File: config.mk
export PLATFORM = sky130hd
export DESIGN_NAME = sorted_score_table_top
export DESIGN_NICKNAME = d
export VERILOG_FILES = /design/src/design/sst_pkg.sv /design/src/design/sst_front.sv /design/src/design/sst_back.sv /design/src/design/sorted_score_table_top.sv
export SDC_FILE = /design/constraint.sdc
export NUM_CORES = 1
export LEC_CHECK = 0
export BUFFER_PORTS_ARGS = -buffer_cell sky130_fd_sc_hd__buf_4
export CORE_ASPECT_RATIO = 0.8
export CORE_MARGIN = 2
export CORE_UTILIZATION = 30
export DETAILED_ROUTE_END_ITERATION = 8
export GPL_TIMING_DRIVEN = 0
export HOLD_SLACK_MARGIN = 0.08
export PLACE_DENSITY_LB_ADDON = 0.2
export SLEW_MARGIN = 20
export SYNTH_ARGS = -nofsm -noshare
export SYNTH_HDL_FRONTEND = slang
export SYNTH_SLANG_ARGS = --single-unit
File: constraint.sdc
create_clock -name clock -period 19.5 [get_ports clock]
set_clock_uncertainty 0.15 [all_clocks]
set_input_delay 1.95 -clock clock [delete_from_list [all_inputs] [get_ports clock]]
set_output_delay 1.95 -clock clock [all_outputs]
set_load 0.1 [all_outputs]
File: src/design/sst_pkg.sv
// Package for the sorted score table: widths, modes, status codes and the
// command word that runs from the front end to the back end. No dependencies.
package sst_pkg;
   localparam int Depth      = 16;
   localparam int IdBits     = 16;
   localparam int ScoreBits  = 16;
   localparam int IdxBits    = $clog2(Depth);
   localparam int CntBits    = $clog2(Depth + 1);

   localparam logic [2:0] MODE_INSERT = 3'd0;
   localparam logic [2:0] MODE_DELETE = 3'd1;
   localparam logic [2:0] MODE_LIST   = 3'd2;
   localparam logic [2:0] MODE_LOWEST = 3'd3;
   localparam logic [2:0] MODE_SAME   = 3'd4;
   localparam logic [2:0] MODE_BEHIND = 3'd5;

   localparam logic [2:0] ST_ENTRY    = 3'd0;
   localparam logic [2:0] ST_DONE     = 3'd1;
   localparam logic [2:0] ST_EMPTY    = 3'd2;
   localparam logic [2:0] ST_NOTFOUND = 3'd3;
   localparam logic [2:0] ST_FULL     = 3'd4;
   localparam logic [2:0] ST_NOMATCH  = 3'd5;

   typedef struct packed {
      logic [2:0]           mode;
      logic [IdBits-1:0]    player_id;
      logic [ScoreBits-1:0] score;
   } cmd_type;
endpackage

File: src/design/sst_front.sv
// Front end of the sorted score table: accepts request words, drops modes with
// no meaning and queues the rest for the back end. Uses sst_pkg.
module sst_front import sst_pkg::*; (
   input  logic                 clock,
   input  logic                 reset,
   input  logic                 req_push,
   output logic                 req_full,
   input  logic [2:0]           req_mode,
   input  logic [IdBits-1:0]    req_player_id,
   input  logic [ScoreBits-1:0] req_score,
   output logic                 cmd_valid,
   output cmd_type              cmd,
   input  logic                 cmd_take
);
   cmd_type    q_ff [2];
   logic [1:0] cnt_ff, cnt_in;
   logic       rd_ff, wr_ff;
   logic       push_ok, keep;

   assign req_full  = (cnt_ff == 2'd2);
   assign push_ok   = req_push && !req_full;
   assign keep      = push_ok && (req_mode <= MODE_BEHIND);
   assign cmd_valid = (cnt_ff != 2'd0);
   assign cmd       = q_ff[rd_ff];

   always_comb begin
      cnt_in = cnt_ff + {1'b0, keep} - {1'b0, cmd_take && cmd_valid};
   end

   always_ff @(posedge clock) begin
      if (reset) begin
         cnt_ff <= 2'd0;
         rd_ff  <= 1'b0;
         wr_ff  <= 1'b0;
      end else begin
         cnt_ff <= cnt_in;
         if (keep) begin
            q_ff[wr_ff] <= '{mode: req_mode, player_id: req_player_id, score: req_score};
            wr_ff       <= ~wr_ff;
         end
         if (cmd_take && cmd_valid) rd_ff <= ~rd_ff;
      end
   end
endmodule

File: src/design/sst_back.sv
// Back end of the sorted score table: holds the ordered entries, runs one
// command at a time and writes result words into a two-entry output queue.
// Uses sst_pkg.
module sst_back import sst_pkg::*; (
   input  logic                  clock,
   input  logic                  reset,
   input  logic                  cmd_valid,
   input  cmd_type               cmd,
   output logic                  cmd_take,
   output logic                  rsp_empty,
   input  logic                  rsp_pop,
   output logic [2:0]            rsp_status,
   output logic [IdBits-1:0]     rsp_out_id,
   output logic [ScoreBits-1:0]  rsp_out_score,
   output logic                  rsp_last
);
   typedef enum logic [2:0] {S_IDLE, S_SCAN, S_EMIT, S_SHIFT} state_type;

   typedef struct packed {
      logic [2:0]           status;
      logic [IdBits-1:0]    id;
      logic [ScoreBits-1:0] score;
      logic                 last;
   } rsp_type;

   logic [IdBits-1:0]    id_ff    [Depth];
   logic [ScoreBits-1:0] score_ff [Depth];
   logic [CntBits-1:0]   count_ff;
   state_type            state_ff;
   cmd_type              cur_ff;
   logic [CntBits-1:0]   idx_ff;
   logic [ScoreBits-1:0] min_ff;

   rsp_type    oq_ff [2];
   logic [1:0] ocnt_ff;
   logic       ord_ff, owr_ff;
   rsp_type    ow;
   logic       owe, opop;
   logic       room;
   logic       at_end;
   logic       hit_id, hit_score;

   logic [IdxBits-1:0] ix, ixm1, ixp1;
   assign ix   = idx_ff[IdxBits-1:0];
   assign ixm1 = ix - 1'b1;
   assign ixp1 = ix + 1'b1;

   assign opop          = rsp_pop && !rsp_empty;
   assign rsp_empty     = (ocnt_ff == 2'd0);
   assign rsp_status    = oq_ff[ord_ff].status;
   assign rsp_out_id    = oq_ff[ord_ff].id;
   assign rsp_out_score = oq_ff[ord_ff].score;
   assign rsp_last      = oq_ff[ord_ff].last;

   assign room      = (ocnt_ff != 2'd2);
   assign cmd_take  = (state_ff == S_IDLE) && cmd_valid && room;
   assign at_end    = ({1'b0, idx_ff} + 1'b1) >= {1'b0, count_ff};
   assign hit_id    = (id_ff[ix] == cur_ff.player_id);
   assign hit_score = (score_ff[ix] == cur_ff.score);

   always_comb begin
      owe = 1'b0;
      ow  = '{status: ST_DONE, id: '0, score: '0, last: 1'b1};
      if (room) begin
         unique case (state_ff)
            S_IDLE: begin
               if (cmd_valid) begin
                  priority if (cmd.mode == MODE_INSERT) begin
                     if (count_ff == CntBits'(Depth)) begin
                        owe = 1'b1; ow.status = ST_FULL;
                     end
                  end else if (cmd.mode == MODE_DELETE ||
                               cmd.mode == MODE_LIST || cmd.mode == MODE_LOWEST) begin
                     if (count_ff == '0) begin
                        owe = 1'b1; ow.status = ST_EMPTY;
                     end
                  end else if (count_ff == '0) begin
                     owe = 1'b1;
                     ow.status = (cmd.mode == MODE_SAME) ? ST_NOMATCH : ST_NOTFOUND;
                  end
               end
            end
            S_SCAN: begin
               unique case (cur_ff.mode)
                  MODE_LIST: begin
                     owe = 1'b1;
                     ow  = '{status: ST_ENTRY, id: id_ff[ix], score: score_ff[ix], last: at_end};
                  end
                  MODE_LOWEST: begin
                     owe = 1'b1;
                     ow  = '{status: ST_ENTRY, id: id_ff[ix], score: score_ff[ix],
                             last: at_end || (score_ff[ixp1] != min_ff)};
                  end
                  MODE_SAME: begin
                     if (hit_score) begin
                        owe = 1'b1;
                        ow  = '{status: ST_ENTRY, id: id_ff[ix], score: score_ff[ix],
                                last: at_end || (score_ff[ixp1] != cur_ff.score)};
                     end else if (at_end || score_ff[ix] > cur_ff.score) begin
                        owe = 1'b1; ow.status = ST_NOMATCH;
                     end
                  end
                  MODE_DELETE, MODE_BEHIND: begin
                     if (at_end && !hit_id) begin
                        owe = 1'b1; ow.status = ST_NOTFOUND;
                     end else if (hit_id && cur_ff.mode == MODE_BEHIND && idx_ff == '0) begin
                        owe = 1'b1; ow.status = ST_DONE;
                     end
                  end
                  default: ;
               endcase
            end
            S_EMIT: begin
               owe = 1'b1;
               ow  = '{status: ST_ENTRY, id: id_ff[ixm1], score: score_ff[ixm1],
                       last: (idx_ff == CntBits'(1))};
            end
            S_SHIFT: begin
               if ((cur_ff.mode == MODE_INSERT && (idx_ff == '0 ||
                    score_ff[ixm1] <= cur_ff.score)) ||
                   (cur_ff.mode == MODE_DELETE && at_end)) begin
                  owe = 1'b1; ow.status = ST_DONE;
               end
            end
            default: ;
         endcase
      end
   end

   always_ff @(posedge clock) begin
      if (reset) begin
         state_ff <= S_IDLE;
         count_ff <= '0;
         ocnt_ff  <= 2'd0;
         ord_ff   <= 1'b0;
         owr_ff   <= 1'b0;
      end else begin
         ocnt_ff <= ocnt_ff + {1'b0, owe} - {1'b0, opop};
         if (owe) begin
            oq_ff[owr_ff] <= ow;
            owr_ff        <= ~owr_ff;
         end
         if (opop) ord_ff <= ~ord_ff;
         if (room) begin
            unique case (state_ff)
               S_IDLE: begin
                  if (cmd_valid) begin
                     cur_ff <= cmd;
                     min_ff <= score_ff[0];
                     if (!owe) begin
                        if (cmd.mode == MODE_INSERT) begin
                           state_ff <= S_SHIFT;
                           idx_ff   <= count_ff;
                        end else begin
                           state_ff <= S_SCAN;
                           idx_ff   <= '0;
                        end
                     end
                  end
               end
               S_SCAN: begin
                  unique case (cur_ff.mode)
                     MODE_LIST: begin
                        idx_ff <= idx_ff + 1'b1;
                        if (at_end) state_ff <= S_IDLE;
                     end
                     MODE_LOWEST, MODE_SAME: begin
                        idx_ff <= idx_ff + 1'b1;
                        if (owe && ow.last) state_ff <= S_IDLE;
                     end
                     MODE_DELETE: begin
                        if (hit_id) state_ff <= S_SHIFT;
                        else begin
                           idx_ff <= idx_ff + 1'b1;
                           if (at_end) state_ff <= S_IDLE;
                        end
                     end
                     MODE_BEHIND: begin
                        if (hit_id) state_ff <= (idx_ff == '0) ? S_IDLE : S_EMIT;
                        else begin
                           idx_ff <= idx_ff + 1'b1;
                           if (at_end) state_ff <= S_IDLE;
                        end
                     end
                     default: state_ff <= S_IDLE;
                  endcase
               end
               S_EMIT: begin
                  idx_ff <= idx_ff - 1'b1;
                  if (idx_ff == CntBits'(1)) state_ff <= S_IDLE;
               end
               S_SHIFT: begin
                  if (cur_ff.mode == MODE_INSERT) begin
                     if (idx_ff == '0 || score_ff[ixm1] <= cur_ff.score) begin
                        id_ff[ix]    <= cur_ff.player_id;
                        score_ff[ix] <= cur_ff.score;
                        count_ff     <= count_ff + 1'b1;
                        state_ff     <= S_IDLE;
                     end else begin
                        id_ff[ix]    <= id_ff[ixm1];
                        score_ff[ix] <= score_ff[ixm1];
                        idx_ff       <= idx_ff - 1'b1;
                     end
                  end else begin
                     if (at_end) begin
                        count_ff <= count_ff - 1'b1;
                        state_ff <= S_IDLE;
                     end else begin
                        id_ff[ix]    <= id_ff[ixp1];
                        score_ff[ix] <= score_ff[ixp1];
                        idx_ff       <= idx_ff + 1'b1;
                     end
                  end
               end
               default: state_ff <= S_IDLE;
            endcase
         end
      end
   end
endmodule

File: src/design/sorted_score_table_top.sv
// Top level of the sorted score table: request queue front end and table
// back end. Uses sst_pkg, sst_front and sst_back.
//
//   channel  handshake         payload
//   req      req_push/full     req_mode, req_player_id, req_score
//   rsp      rsp_pop/empty     rsp_status, rsp_out_id, rsp_out_score, rsp_last
//
// One word at a time in the back end: from idle it walks the entries (scan,
// shift or report), and a behind query scans to the id and then reports back.
// Reset is synchronous and empties the table and both queues.
// A full result queue stalls the back end; the request queue holds two words.
module sorted_score_table_top import sst_pkg::*; (
   input  logic                 clock,
   input  logic                 reset,
   input  logic                 req_push,
   output logic                 req_full,
   input  logic [2:0]           req_mode,
   input  logic [IdBits-1:0]    req_player_id,
   input  logic [ScoreBits-1:0] req_score,
   output logic                 rsp_empty,
   input  logic                 rsp_pop,
   output logic [2:0]           rsp_status,
   output logic [IdBits-1:0]    rsp_out_id,
   output logic [ScoreBits-1:0] rsp_out_score,
   output logic                 rsp_last
);
   logic    cmd_valid, cmd_take;
   cmd_type cmd;

   sst_front u_front (
      .clock, .reset, .req_push, .req_full, .req_mode, .req_player_id, .req_score,
      .cmd_valid, .cmd, .cmd_take
   );

   sst_back u_back (
      .clock, .reset, .cmd_valid, .cmd, .cmd_take, .rsp_empty, .rsp_pop,
      .rsp_status, .rsp_out_id, .rsp_out_score, .rsp_last
   );
endmodule

==> summary.txt <==
Global routing
  • Global route total overflow: 0
  • Initial antenna violation count: 5
  • Vias in the first global route: 26.7k
  • All-Layer GR Usage: approximately a quarter
  • Largest net degree at the start of global routing: 22
  • First-pass GRT wire length: 219 mm

Clock tree
  • H-tree Lvls: 3
  • Post-CTS setup buffer count: 0
  • Clock transition at path regs: about 60 ps
  • Clk_lat worst skew: 680 ps
  • Clk root buf: clkbuf_16
  • CTS tree: built
  • CTS resizes: 0
  • Clk buf depth: 3
  • CTS Sinks: approximately 730
  • Cts bufs inserted: 85
  • Hold-fix buffers, CTS: 0

Synth
  • Count leader, synth: edfxtp_1
  • Synth area leader: edfxtp_1
  • Top post-synthesis cells by count: edfxtp_1, mux4_2, mux2i_1
  • Synthesized Nets: 2,501
  • Synth Warn #: 0
  • Synth area leaders: edfxtp_1, mux4_2, mux2i_1
  • Ys flop type: edfxtp_1
  • Avg Inst Size Synth: around 16 µm²
  • Post-synth cell types: 95
  • Top-area cell type share of the netlist area: 53.6%
  • Register area share after synthesis: 54.7%
  • Synthesis-stage register bit count: 732
  • Post-synth EDFFs: 710
  • Ys async rst share: 0%
  • Synthesized area: roughly 40,000 µm²
  • Mapped Cells: 2,413

Setup path
  • WP data required: 19,670 ps
  • Maximum fanout along the worst path: 16
  • WS Path Type: reg -> reg
  • Reg2Reg Setup Slack: 9670 ps
  • CP Capture Type: flip-flop
  • Crit start category: flip-flop
  • Worst Path Arrival: 10,000 ps

Place
  • IO buf count: 75
  • Placed instance area: 43,800 µm²
  • RePlAce Congestion: 0.961
  • Dpl hpwl: 114 mm

STA
  • Setup TNS Final: 0 ps
  • Worst slew pin tran: 1260 ps
  • Slew Limit Fails: 0
  • Relative slew slack: roughly 16%
  • Hold_ws: 355 ps
  • Final Cycle Share: 50.4%
  • Unrepaired setup endpoints after global routing: no
  • Count of final hold-check violations: 0
  • Final number of setup-violating endpoints: 0
  • Fin crit period: 9830 ps
  • FMAX: between 100 and 150 MHz

Routing
  • Vias: 27.2k
  • DRC violations left: 0
  • Post-DRT Antenna Nets: 0
  • Drt via density: approximately 6.1
  • Pre-Repair DR Iteration Count: 6
  • 1st-iter DRT viols: 4,234
  • DRT Wirelength: 160 mm
  • DR WL/cell: 35.9 µm

Floorplan
  • Core Region: 132,000 µm²
  • Die span in x: 411 µm
  • Die ar.: approximately 140,000 µm²
  • Row Count: 119
  • Die Span Y: 330 µm
  • Initial Util: 30.2%
  • IO Pins: 77

Cells and area
  • Finished layout cell area: 46,700 µm²
  • Fraction of layout cells with a size suffix above 1: 33.7%
  • Area Growth Syn to Fin: 17.4%
  • Register area: 21,800 µm²
  • ANT cells: 0
  • Util after Layout: a little over a third
  • Area of the multi-input gates: 17,000 µm²
  • Final nets: 2,720
  • FILL cells: 12.4k

Power
  • P_leak: between 0.015 and 0.02 µW
  • VDD IR max: 0.0833 mV
  • PD cells: approximately 160 nW/µm²
  • Tot Pwr: 7620 µW

Run
  • Max cap viols: 0

Min path
  • Worst hold path type: reg -> reg

Outcome
  • Status: complete, no violations
-- report_power, final --
| part | internal (µW) | switching [µW] |
|---|---|---|
| clock | 960 | 680 |
| combinational | 1460 | 2580 |
| sequential | 1870 | 69.8 |
-- sequential cells by signal, indices dropped and copies added (netlist names), named ones only --
register	cells
u_front.rd_ff	1
u_front.wr_ff	1
u_back.count_ff	5
u_back.state_ff	3
u_back.owr_ff	1
u_back.min_ff	16
u_front.cnt_ff	2
u_back.ocnt_ff	2
u_back.oq_ff	72
u_back.cur_ff	35
u_back.id_ff	256
u_back.idx_ff	5
u_front.q_ff	70
u_back.ord_ff	1
u_back.score_ff	256
-- worst paths after layout --
path,startpoint,end,cells after the start
setup / recovery,u_back.idx_ff[0],u_back.id_ff[8][13],23
hold / removal,u_back.score_ff[0][7],u_back.min_ff[7],0
setup reg to reg,u_back.idx_ff[0],u_back.id_ff[8][13],23
hold reg to reg,u_back.score_ff[0][7],u_back.min_ff[7],0
-- worst max-delay path: stages (launching register included) --
cell and delay (ps):
edfxtp_1 760, buf_6 300, buf_8 220, inv_2 190
ha_1 410, buf_4 190, buf_4 280, buf_6 260
buf_4 280, buf_2 400, clkbuf_1 970, mux4_2 430
mux4_2 630, ha_1 350, a21o_1 160, a21o_1 180
a21oi_1 200, o21ai_0 150, o21a_1 210, nor2b_1 150
nand2_1 440, clkbuf_1 970, mux2i_1 190, a21oi_1 910
-- area by class of cell --
type                            count  share of cell area, %
Buffer                            177                   2.35
Clock buffer                      108                   4.85
Clock inverter                     50                   1.22
Inverter                           41                  0.330
Multi-Input combinational cell   1463                   36.5
Sequential cell                   732                   46.6
Tap cell                         1754                   4.70
Timing Repair Buffer              132                   3.46
-- stage by stage --
stage               setup slack [ps]  cells
detailed placement              9910   4298
finish                          9670   4457
global route                    9640   4457
global placement                8060   4242
CTS                             9880   4456
floorplan                      12370   2413
-- kinds of logic after synthesis --
group / share of synthesized area, %
flops: 54.7
mux: 29.3
simple gates: 5.25
compound gates: 4.71
buf+inv: 3.06
xor+xnor: 1.43
fa+ha+maj: 1.56
-- per-layer routing --
layer	up-vias	GRT usage [%]	part of all wire, %
li1	10400	-	-
met1	14400	33.4	42
met2	2049	33.9	43
met3	317	7.11	12
met4	2	6.81	3.1
met5	-	0	0.0081
-- cells in the final DEF, fill, tap and decap left out, drive strengths merged, types with 48 or more instances in the layout --
master	count
clkbuf	180
nor2	121
mux4	400
a21oi	84
mux2	89
mux2i	149
buf	235
ha	48
edfxtp	710
nand2	138
No activity file was read; power rests on OpenSTA's default activity.
